**config.mk**
```make
export PLATFORM = sky130hd
export DESIGN_NAME = flag_frame_unstuff_xor_check_unit
export DESIGN_NICKNAME = d
export VERILOG_FILES = /design/src/sv/ffxc_pkg.sv /design/src/sv/ffxc_decode.sv /design/src/sv/ffxc_out_queue.sv /design/src/sv/flag_frame_unstuff_xor_check_unit.sv
export VERILOG_INCLUDE_DIRS = /design/src /design/src/sv
export SDC_FILE = /design/constraint.sdc
export NUM_CORES = 1
export LEC_CHECK = 0
export BUFFER_PORTS_ARGS = -buffer_cell sky130_fd_sc_hd__buf_4
export CORE_ASPECT_RATIO = 0.9
export CORE_MARGIN = 1
export CORE_UTILIZATION = 55
export DETAILED_ROUTE_END_ITERATION = 16
export PLACE_DENSITY = 0.75
export SLEW_MARGIN = 0
export SYNTH_ARGS = -nofsm -noshare
export SYNTH_HDL_FRONTEND = slang
export SYNTH_SLANG_ARGS = --single-unit
```
**constraint.sdc**
```tcl
create_clock -name clk -period 3.43 [get_ports clk]
set_clock_uncertainty 0.1 [all_clocks]
set_input_delay 0.686 -clock clk [delete_from_list [all_inputs] [get_ports clk]]
set_output_delay 0.686 -clock clk [all_outputs]
set_load 0.005 [all_outputs]
```
**src/sv/assert_macros.svh**
```systemverilog
// assertion macros shared by the rtl files
// every macro samples on clk and is disabled while rst_n is low
`ifndef ASSERT_MACROS_SVH
`define ASSERT_MACROS_SVH

// property that must hold at every clock edge
`define ASSERT_ALWAYS(lbl, expr) \
    lbl: assert property (@(posedge clk) disable iff (!rst_n) (expr)) \
        else $error("invariant check failed");

// same-cycle implication
`define ASSERT_IMPL(lbl, ante, cons) \
    lbl: assert property (@(posedge clk) disable iff (!rst_n) (ante) |-> (cons)) \
        else $error("implication check failed");

// next-cycle implication
`define ASSERT_NEXT(lbl, ante, cons) \
    lbl: assert property (@(posedge clk) disable iff (!rst_n) (ante) |=> (cons)) \
        else $error("next-cycle check failed");

`endif

```
**src/sv/ffxc_pkg.sv**
```systemverilog
package ffxc_pkg;

    // width of the raw length counter
    localparam int LENGTH_WIDTH = 16;
    // width of the length limit register
    localparam int CFG_W = 16;
    localparam logic [CFG_W-1:0] MAX_LEN_RESET = 16'd1024;

    // framing and stuffing codes
    localparam logic [7:0] FLAG_BYTE = 8'h7e;
    localparam logic [7:0] ESC_BYTE  = 8'h7d;
    localparam logic [7:0] ESC_FLAG  = 8'h02;
    localparam logic [7:0] ESC_ESC   = 8'h01;

    // result queue depth, power of two and at least 2
    localparam int FIFO_DEPTH = 4;

    typedef enum logic
    {
        KIND_DATA = 1'b0,
        KIND_END  = 1'b1
    } item_kind_t;

    typedef enum logic [1:0]
    {
        STATUS_GOOD     = 2'd0,
        STATUS_BAD      = 2'd1,
        STATUS_OVERFLOW = 2'd2
    } frame_status_t;

    // one result item
    typedef struct packed
    {
        item_kind_t    kind;
        logic [7:0]    data;
        frame_status_t status;
        logic          last;
    } item_t;

    // up to two results produced by one accepted byte
    typedef struct packed
    {
        logic [1:0] n;
        item_t      it0;
        item_t      it1;
    } push_t;

endpackage

```
**src/sv/ffxc_decode.sv**
```systemverilog
`include "assert_macros.svh"

module ffxc_decode
    import ffxc_pkg::*;
(
    input  logic             clk,
    input  logic             rst_n,
    input  logic             cfg_we,
    input  logic [CFG_W-1:0] cfg_wdata,
    input  logic             accept,
    input  logic [7:0]       rx_byte,
    output push_t            push
);

    localparam int CMP_W = (LENGTH_WIDTH > CFG_W) ? LENGTH_WIDTH : CFG_W;
    localparam logic [CMP_W-1:0] COUNT_MAX = CMP_W'((64'd1 << LENGTH_WIDTH) - 64'd1);

    logic [CFG_W-1:0]        max_len_reg;
    logic                    in_frame_reg, in_frame_next;
    logic                    esc_reg, esc_next;
    logic [7:0]              xor_reg, xor_next;
    logic [LENGTH_WIDTH-1:0] count_reg, count_next;
    logic                    seen_reg, seen_next;

    logic [CMP_W-1:0] cfg_ext;
    logic [CMP_W-1:0] limit;
    logic             at_limit;
    logic [7:0]       xor_esc;
    push_t            res;

    // limit in force is the register clipped to the counter range
    assign cfg_ext  = CMP_W'(max_len_reg);
    assign limit    = (cfg_ext < COUNT_MAX) ? cfg_ext : COUNT_MAX;
    assign at_limit = (CMP_W'(count_reg) >= limit);
    assign xor_esc  = xor_reg ^ ESC_BYTE;

    // per-byte framing, unstuffing and check
    always_comb
    begin
        in_frame_next = in_frame_reg;
        esc_next      = esc_reg;
        xor_next      = xor_reg;
        count_next    = count_reg;
        seen_next     = seen_reg;
        res           = '0;
        res.it0.kind  = KIND_DATA;
        res.it1.kind  = KIND_DATA;

        if (!in_frame_reg)
        begin
            // hunting: a flag opens a frame
            if (rx_byte == FLAG_BYTE)
            begin
                in_frame_next = 1'b1;
                esc_next      = 1'b0;
                xor_next      = 8'h00;
                count_next    = LENGTH_WIDTH'(1);
                seen_next     = 1'b0;
            end
        end
        else if (at_limit)
        begin
            // frame too long: drop it
            res.n          = 2'd1;
            res.it0.kind   = KIND_END;
            res.it0.status = STATUS_OVERFLOW;
            res.it0.last   = 1'b1;
            in_frame_next  = 1'b0;
            esc_next       = 1'b0;
            xor_next       = 8'h00;
            count_next     = '0;
            seen_next      = 1'b0;
        end
        else
        begin
            count_next = count_reg + LENGTH_WIDTH'(1);
            if (esc_reg)
            begin
                esc_next = 1'b0;
                if (rx_byte == ESC_FLAG)
                begin
                    res.n        = 2'd1;
                    res.it0.data = FLAG_BYTE;
                    res.it0.last = 1'b1;
                    xor_next     = xor_reg ^ FLAG_BYTE;
                    seen_next    = 1'b1;
                end
                else if (rx_byte == ESC_ESC)
                begin
                    res.n        = 2'd1;
                    res.it0.data = ESC_BYTE;
                    res.it0.last = 1'b1;
                    xor_next     = xor_esc;
                    seen_next    = 1'b1;
                end
                else
                begin
                    // escape with another byte: the escape passes through
                    res.it0.data = ESC_BYTE;
                    xor_next     = xor_esc;
                    seen_next    = 1'b1;
                    if (rx_byte == ESC_BYTE)
                    begin
                        res.n        = 2'd1;
                        res.it0.last = 1'b1;
                        esc_next     = 1'b1;
                    end
                    else if (rx_byte != FLAG_BYTE)
                    begin
                        res.n        = 2'd2;
                        res.it1.data = rx_byte;
                        res.it1.last = 1'b1;
                        xor_next     = xor_esc ^ rx_byte;
                    end
                    else
                    begin
                        // flag right after the escape closes the frame
                        res.n          = 2'd2;
                        res.it1.kind   = KIND_END;
                        res.it1.status = (xor_esc == 8'h00) ? STATUS_GOOD : STATUS_BAD;
                        res.it1.last   = 1'b1;
                        in_frame_next  = 1'b0;
                        xor_next       = 8'h00;
                        count_next     = '0;
                        seen_next      = 1'b0;
                    end
                end
            end
            else if (rx_byte == ESC_BYTE)
            begin
                esc_next = 1'b1;
            end
            else if (rx_byte != FLAG_BYTE)
            begin
                res.n        = 2'd1;
                res.it0.data = rx_byte;
                res.it0.last = 1'b1;
                xor_next     = xor_reg ^ rx_byte;
                seen_next    = 1'b1;
            end
            else if (!seen_reg)
            begin
                // empty flag pair reopens the frame
                xor_next   = 8'h00;
                count_next = LENGTH_WIDTH'(1);
            end
            else
            begin
                // closing flag
                res.n          = 2'd1;
                res.it0.kind   = KIND_END;
                res.it0.status = (xor_reg == 8'h00) ? STATUS_GOOD : STATUS_BAD;
                res.it0.last   = 1'b1;
                in_frame_next  = 1'b0;
                xor_next       = 8'h00;
                count_next     = '0;
                seen_next      = 1'b0;
            end
        end

        if (!accept)
        begin
            res.n = 2'd0;
        end
    end

    assign push = res;

    // configuration register
    always_ff @(posedge clk or negedge rst_n)
    begin
        if (!rst_n)
        begin
            max_len_reg <= MAX_LEN_RESET;
        end
        else if (cfg_we)
        begin
            max_len_reg <= cfg_wdata;
        end
    end

    // frame state, updated per accepted transaction
    always_ff @(posedge clk or negedge rst_n)
    begin
        if (!rst_n)
        begin
            in_frame_reg <= 1'b0;
            esc_reg      <= 1'b0;
            xor_reg      <= 8'h00;
            count_reg    <= '0;
            seen_reg     <= 1'b0;
        end
        else if (accept)
        begin
            in_frame_reg <= in_frame_next;
            esc_reg      <= esc_next;
            xor_reg      <= xor_next;
            count_reg    <= count_next;
            seen_reg     <= seen_next;
        end
    end

    // state consistency
    `ASSERT_IMPL(a_esc_in_frame, esc_reg, in_frame_reg)
    `ASSERT_IMPL(a_hunt_clear, !in_frame_reg, (count_reg == '0) && (xor_reg == 8'h00) && !seen_reg)
    `ASSERT_IMPL(a_frame_counted, in_frame_reg, count_reg != '0)

endmodule

```
**src/sv/ffxc_out_queue.sv**
```systemverilog
`include "assert_macros.svh"

module ffxc_out_queue
    import ffxc_pkg::*;
(
    input  logic  clk,
    input  logic  rst_n,
    input  push_t push,
    output logic  room,
    output logic  out_valid,
    input  logic  out_stall,
    output item_t head
);

    localparam int PTR_W = $clog2(FIFO_DEPTH);
    localparam int CNT_W = $clog2(FIFO_DEPTH + 1);

    item_t            q_reg [FIFO_DEPTH];
    logic [PTR_W-1:0] rd_ptr_reg, rd_ptr_next;
    logic [PTR_W-1:0] wr_ptr_reg, wr_ptr_next;
    logic [CNT_W-1:0] count_reg, count_next;
    logic [PTR_W-1:0] wr_ptr_1;
    logic             pop;

    // room for the largest burst a byte can cause
    assign room      = (count_reg <= CNT_W'(FIFO_DEPTH - 2));
    assign out_valid = (count_reg != '0);
    assign head      = q_reg[rd_ptr_reg];
    assign pop       = out_valid && !out_stall;
    assign wr_ptr_1  = wr_ptr_reg + PTR_W'(1);

    // pointer and fill bookkeeping
    always_comb
    begin
        rd_ptr_next = pop ? rd_ptr_reg + PTR_W'(1) : rd_ptr_reg;
        wr_ptr_next = wr_ptr_reg + PTR_W'(push.n);
        count_next  = count_reg + CNT_W'(push.n) - CNT_W'(pop);
    end

    always_ff @(posedge clk or negedge rst_n)
    begin
        if (!rst_n)
        begin
            rd_ptr_reg <= '0;
            wr_ptr_reg <= '0;
            count_reg  <= '0;
        end
        else
        begin
            rd_ptr_reg <= rd_ptr_next;
            wr_ptr_reg <= wr_ptr_next;
            count_reg  <= count_next;
        end
    end

    // entry storage, no reset needed
    always_ff @(posedge clk)
    begin
        if (push.n != 2'd0)
        begin
            q_reg[wr_ptr_reg] <= push.it0;
        end
        if (push.n == 2'd2)
        begin
            q_reg[wr_ptr_1] <= push.it1;
        end
    end

    // fill level checks
    `ASSERT_ALWAYS(a_count_bound, count_reg <= CNT_W'(FIFO_DEPTH))
    `ASSERT_IMPL(a_push_room, push.n != 2'd0, count_reg <= CNT_W'(FIFO_DEPTH - 2))
    `ASSERT_NEXT(a_pop_only, pop && (push.n == 2'd0), count_reg == $past(count_reg) - CNT_W'(1))

endmodule

```
**src/sv/flag_frame_unstuff_xor_check_unit.sv**
```systemverilog
// flag-delimited frame unstuffer with xor check
// input channel: one raw link byte per transaction (in_valid, in_stall, rx_byte)
// output channel: one result per transaction (out_valid, out_stall, item_kind,
//   data_byte, frame_status, last_of_run); data items carry unstuffed bytes,
//   an end item carries good, mismatch or overflow status
// a raw byte gives zero, one or two results; last_of_run marks its last one
// configuration: cfg_we writes cfg_wdata into the raw length limit
// a result enters the result queue when its byte is accepted and is offered after those ahead of it
// throughput: one byte per cycle while each byte gives at most one result and the
//   receiver does not stall; a byte giving two results drains through the single
//   output port of the four-entry result queue
// in_stall rises while the queue holds more than two results, so a stalled
//   receiver backs up into the input once more than two results are waiting
// reset: hunting for a flag, queue empty, length limit 1024
module flag_frame_unstuff_xor_check_unit
    import ffxc_pkg::*;
(
    input  logic        clk,
    input  logic        rst_n,
    input  logic        cfg_we,
    input  logic [15:0] cfg_wdata,
    input  logic        in_valid,
    output logic        in_stall,
    input  logic [7:0]  rx_byte,
    output logic        out_valid,
    input  logic        out_stall,
    output logic        item_kind,
    output logic [7:0]  data_byte,
    output logic [1:0]  frame_status,
    output logic        last_of_run
);

    logic  room;
    logic  accept;
    push_t push;
    item_t head;

    // input transaction
    assign in_stall = !room;
    assign accept   = in_valid && room;

    ffxc_decode u_decode
    (
        .clk       (clk),
        .rst_n     (rst_n),
        .cfg_we    (cfg_we),
        .cfg_wdata (cfg_wdata),
        .accept    (accept),
        .rx_byte   (rx_byte),
        .push      (push)
    );

    ffxc_out_queue u_queue
    (
        .clk       (clk),
        .rst_n     (rst_n),
        .push      (push),
        .room      (room),
        .out_valid (out_valid),
        .out_stall (out_stall),
        .head      (head)
    );

    // result fields
    assign item_kind    = head.kind;
    assign data_byte    = head.data;
    assign frame_status = head.status;
    assign last_of_run  = head.last;

endmodule

```
==> impl_results.md <==
* Detailed-route wire length per cell at 19.9 um
* Number of vias in the routed layout at 5032
* Total setup violations reported at the end of the flow at 0
* Commonest cells in the synthesized netlist: sky130_fd_sc_hd__dfrtp_1, sky130_fd_sc_hd__edfxtp_1, sky130_fd_sc_hd__o21ai_0, sky130_fd_sc_hd__nand2_1, sky130_fd_sc_hd__a21oi_1
* Maximum clock path buffer count at 2
* Crit path launch type: register
* Number of enable flip-flop cells after synthesis at 44
* Vias in the first global route at 4733
* Worst supply voltage drop on vdd at 0.461 mV
* # placed instances at 746
* Biggest area contributors in the synthesized netlist: sky130_fd_sc_hd__edfxtp_1, sky130_fd_sc_hd__dfrtp_1, sky130_fd_sc_hd__mux4_2, sky130_fd_sc_hd__ha_1, sky130_fd_sc_hd__o21ai_0
* Number of nets at the end of the flow at 681
* Share of async-settable or async-resettable flops after synthesis at 51.0%
* CP Depth at 8
* Detailed-placement wirelength estimate at 10.9 mm
* Capturing instance or port of the critical path: u_queue.q_reg[3][6]
* Total number of clock tree sinks at 98
* Start-to-end type of the worst setup path: register to register
* Required time of the worst setup path at 3.30 ns
* Post-route total power at 4.22 mW
* Largest fanout on the critical path at 11
* Count of non-filler cells in the finished layout at 764
* Transition time at the pin with the least slew margin at 1.28 ns
* Instance area after placement at 6390 um^2
* Slew Viols, Final at 0
* DRC violations left at 0
* Reg-to-Reg End: u_queue.q_reg[3][6]
* Slowest stage cell, crit path: sky130_fd_sc_hd__o22ai_1
* Share of the clock period used by the worst path at 97.8%
* Net switching power figure at 1.46 mW
* Path depth of the worst reg2reg path at 8
* Result of the run: completed
* Avg Synthesized Cell Area at 10.0 um^2
* Fillers at 826
* Clock period minus worst slack at 3.35 ns
* Number of placed I/O pins at 43
* Critical path buffers and inverters at 1
* Area growth, synth to finish at 16.9%
* Yosys warns at 0
* Launch point of the worst reg-to-reg path: u_decode.cfg_ext[10]
* Synthesized cell area at 5780 um^2
* Largest register FFs at 48
* Final Wtd Congestion at 0.900
* Smallest hold slack at 0.267 ns
* Length of the first detailed-routing pass in iterations at 5
* Core Box Area at 10200 um^2
* Most common flop cell mapped by yosys: sky130_fd_sc_hd__dfrtp_1
* Top cell family by delay on the critical path: compound AO/OA/AOI/OAI gates
* Number of cell rows at 35
* Detailed Route Iter0 Violations at 565
* Maximum number of pins on one net before global-route repair at 51
* Number of nets in the synthesized netlist at 626
* Proportion of power drawn by flip-flops and latches at 40.8%
* Largest stage delay on the critical path at 0.98 ns
* Worst-case register-to-register setup slack at 0.08 ns
* Number of levels the H-tree was split into at 3
* Most common cell in the netlist: sky130_fd_sc_hd__dfrtp_1
* Buffers on Ports at 42
* Sequential-to-total area share from yosys stat at 45.9%
* Die W at 110 um
* Power density over cell area at 624 nW/um^2
* Clock network power share at 25.9%
* Upper clock frequency limit at 298 MHz
* Die Height at 99.2 um
* Cell type contributing the most total cell area after synthesis: sky130_fd_sc_hd__edfxtp_1
* Pint at 2.76 mW
* Vias per cell at 6.59
* Sum of overflow across all layers after global routing at 0
* Final instance area at 6760 um^2
* Flop and latch count out of synthesis at 98
* Cell breakdown of the critical path: inv_1 -> ha_1 -> nand4_1 -> or2_2 -> a311oi_2 -> or3_4 -> nor2_1 -> o22ai_1
* # diodes at 0
* Number of nets with antenna violations after detailed routing at 0
* Gr usage total at 29.6%
* Initial core utilization at 56.4%
* Kind of end point of the critical path: register
* Root buf cell: sky130_fd_sc_hd__clkbuf_16
* Hold crit path type: input port to asynchronous set/reset pin
* Share of the synthesized area in the top cell type at 22.9%
* Combinational group share of total power at 33.3%
* Crit path arrival time at 3.23 ns
* Clock edge transition at the registers on the reported setup and hold paths at 0.07 ns
* Crit path launch: u_decode.cfg_ext[10]
* Num CTS Buffers at 9
* TritonCTS clock tree: yes
* Fraction of layout instances using a drive strength above 1 at 21.6%
* Number of hold buffers added after CTS at 0
* Final wirelength at 15.2 mm
* Antenna violations before repair at 0
* Skew-Pair Late Insertion Delay at 0.36 ns
* Netlist cell types at 68
* Leakage Power at 2.78 nW
* Reported max-cap violation count at 0
* Sw Share at 34.7%
* Number of hold violations in the final report at 0
* Setup TNS at 0 ns
* Synthesized instance count at 575
* Die footprint at 10900 um^2
* First-pass GRT wire length at 24.4 mm
* Rel. slew slack at 14.9%
==> what timing repair did <==
item | in CTS | in global routing
pin swaps | 0 | 4
buffers inserted | 0 | 2
endpoints found under the setup margin | 11 | 13
resized for setup | 1 | 6
endpoints found under the hold margin | 0 | 0
==> power groups by stage <==
stage,sequential [mW],clock [mW],combinational (mW)
floorplan,1.61,0,0.960
global placement,1.72,0,1.30
detailed placement,1.74,0,1.36
CTS,1.72,1.10,1.37
global route,1.75,1.15,1.54
finish,1.72,1.09,1.40
==> worst min path at each step <==
| stage | start | to | slack [ns] | depth (start not counted) |
|---|---|---|---|---|
| CTS | rst_n | u_decode.xor_reg[0] | 0.29 | 1 |
| global route | rst_n | u_decode.cfg_ext[5] | 0.32 | 1 |
| global placement | u_queue.q_reg[1][2] | u_queue.q_reg[1][2] | 0.38 | 2 |
| floorplan | rst_n | u_decode.cfg_ext[0] | 0.29 | 0 |
| finish | rst_n | u_decode.cfg_ext[5] | 0.27 | 1 |
| detailed placement | u_queue.q_reg[2][2] | u_queue.q_reg[2][2] | 0.39 | 2 |
==> layout by cell type, fill, tap and decap left out, drive strengths merged, types with 5 or more instances in the layout <==
cell | synthesis | routed
buf | 10 | 82
dfrtp | 49 | 49
o21ai | 45 | 45
edfxtp | 44 | 44
nand2 | 40 | 40
inv | 33 | 38
nor2 | 37 | 37
a21oi | 36 | 36
nand3 | 22 | 22
ha | 21 | 21
o22ai | 16 | 16
nand4 | 14 | 14
mux4 | 12 | 12
a22o | 12 | 12
and3 | 10 | 10
clkbuf | 28 | 9
nor3 | 9 | 9
nor4 | 9 | 9
nor2b | 7 | 7
a21o | 7 | 7
a31oi | 7 | 7
o31ai | 7 | 7
or3 | 7 | 7
xnor2 | 6 | 6
o2bb2ai | 6 | 6
or4 | 6 | 6
a32oi | 5 | 5
o22a | 5 | 5
xor2 | 5 | 5
==> metrics by stage <==
stage | util, % | setup slack, ns
after floorplan | - | 0.00880
after global placement | 62.3 | 0.109
after detailed placement | 62.3 | -0.0281
after CTS | 65.5 | 0.0407
after global routing | 65.9 | -0.0235
final | 65.9 | 0.0755
==> cell families after synthesis <==
family | after synthesis | synth area share (%)
DFF | 98 | 45.9
and+or+nand+nor | 179 | 16.4
xor gates and xnor gates | 11 | 1.67
muxes | 19 | 5.95
AOI/OAI and AO/OA | 175 | 20.1
buffers and inverters | 71 | 5.00
adders and majority gates | 22 | 4.89
==> cell type report <==
cell class                      count  area [um^2]  area share [%]
Clock inverter                      7         91.3            1.35
Tap cell                          129          161            2.39
Clock buffer                        9          225            3.33
Inverter                           33          124            1.83
Sequential cell                    98         2650            39.3
Multi-Input combinational cell    406         2870            42.5
Timing Repair Buffer               82          632            9.35
==> per-layer routing <==
layer / GRT usage [%] / share of wire (%)
met2: 45.2 / 46
met3: 5.77 / 7.7
met1: 41.9 / 44
met5: 0 / 0
met4: 10.5 / 2.3
No activity file was read; power rests on OpenSTA's default activity.
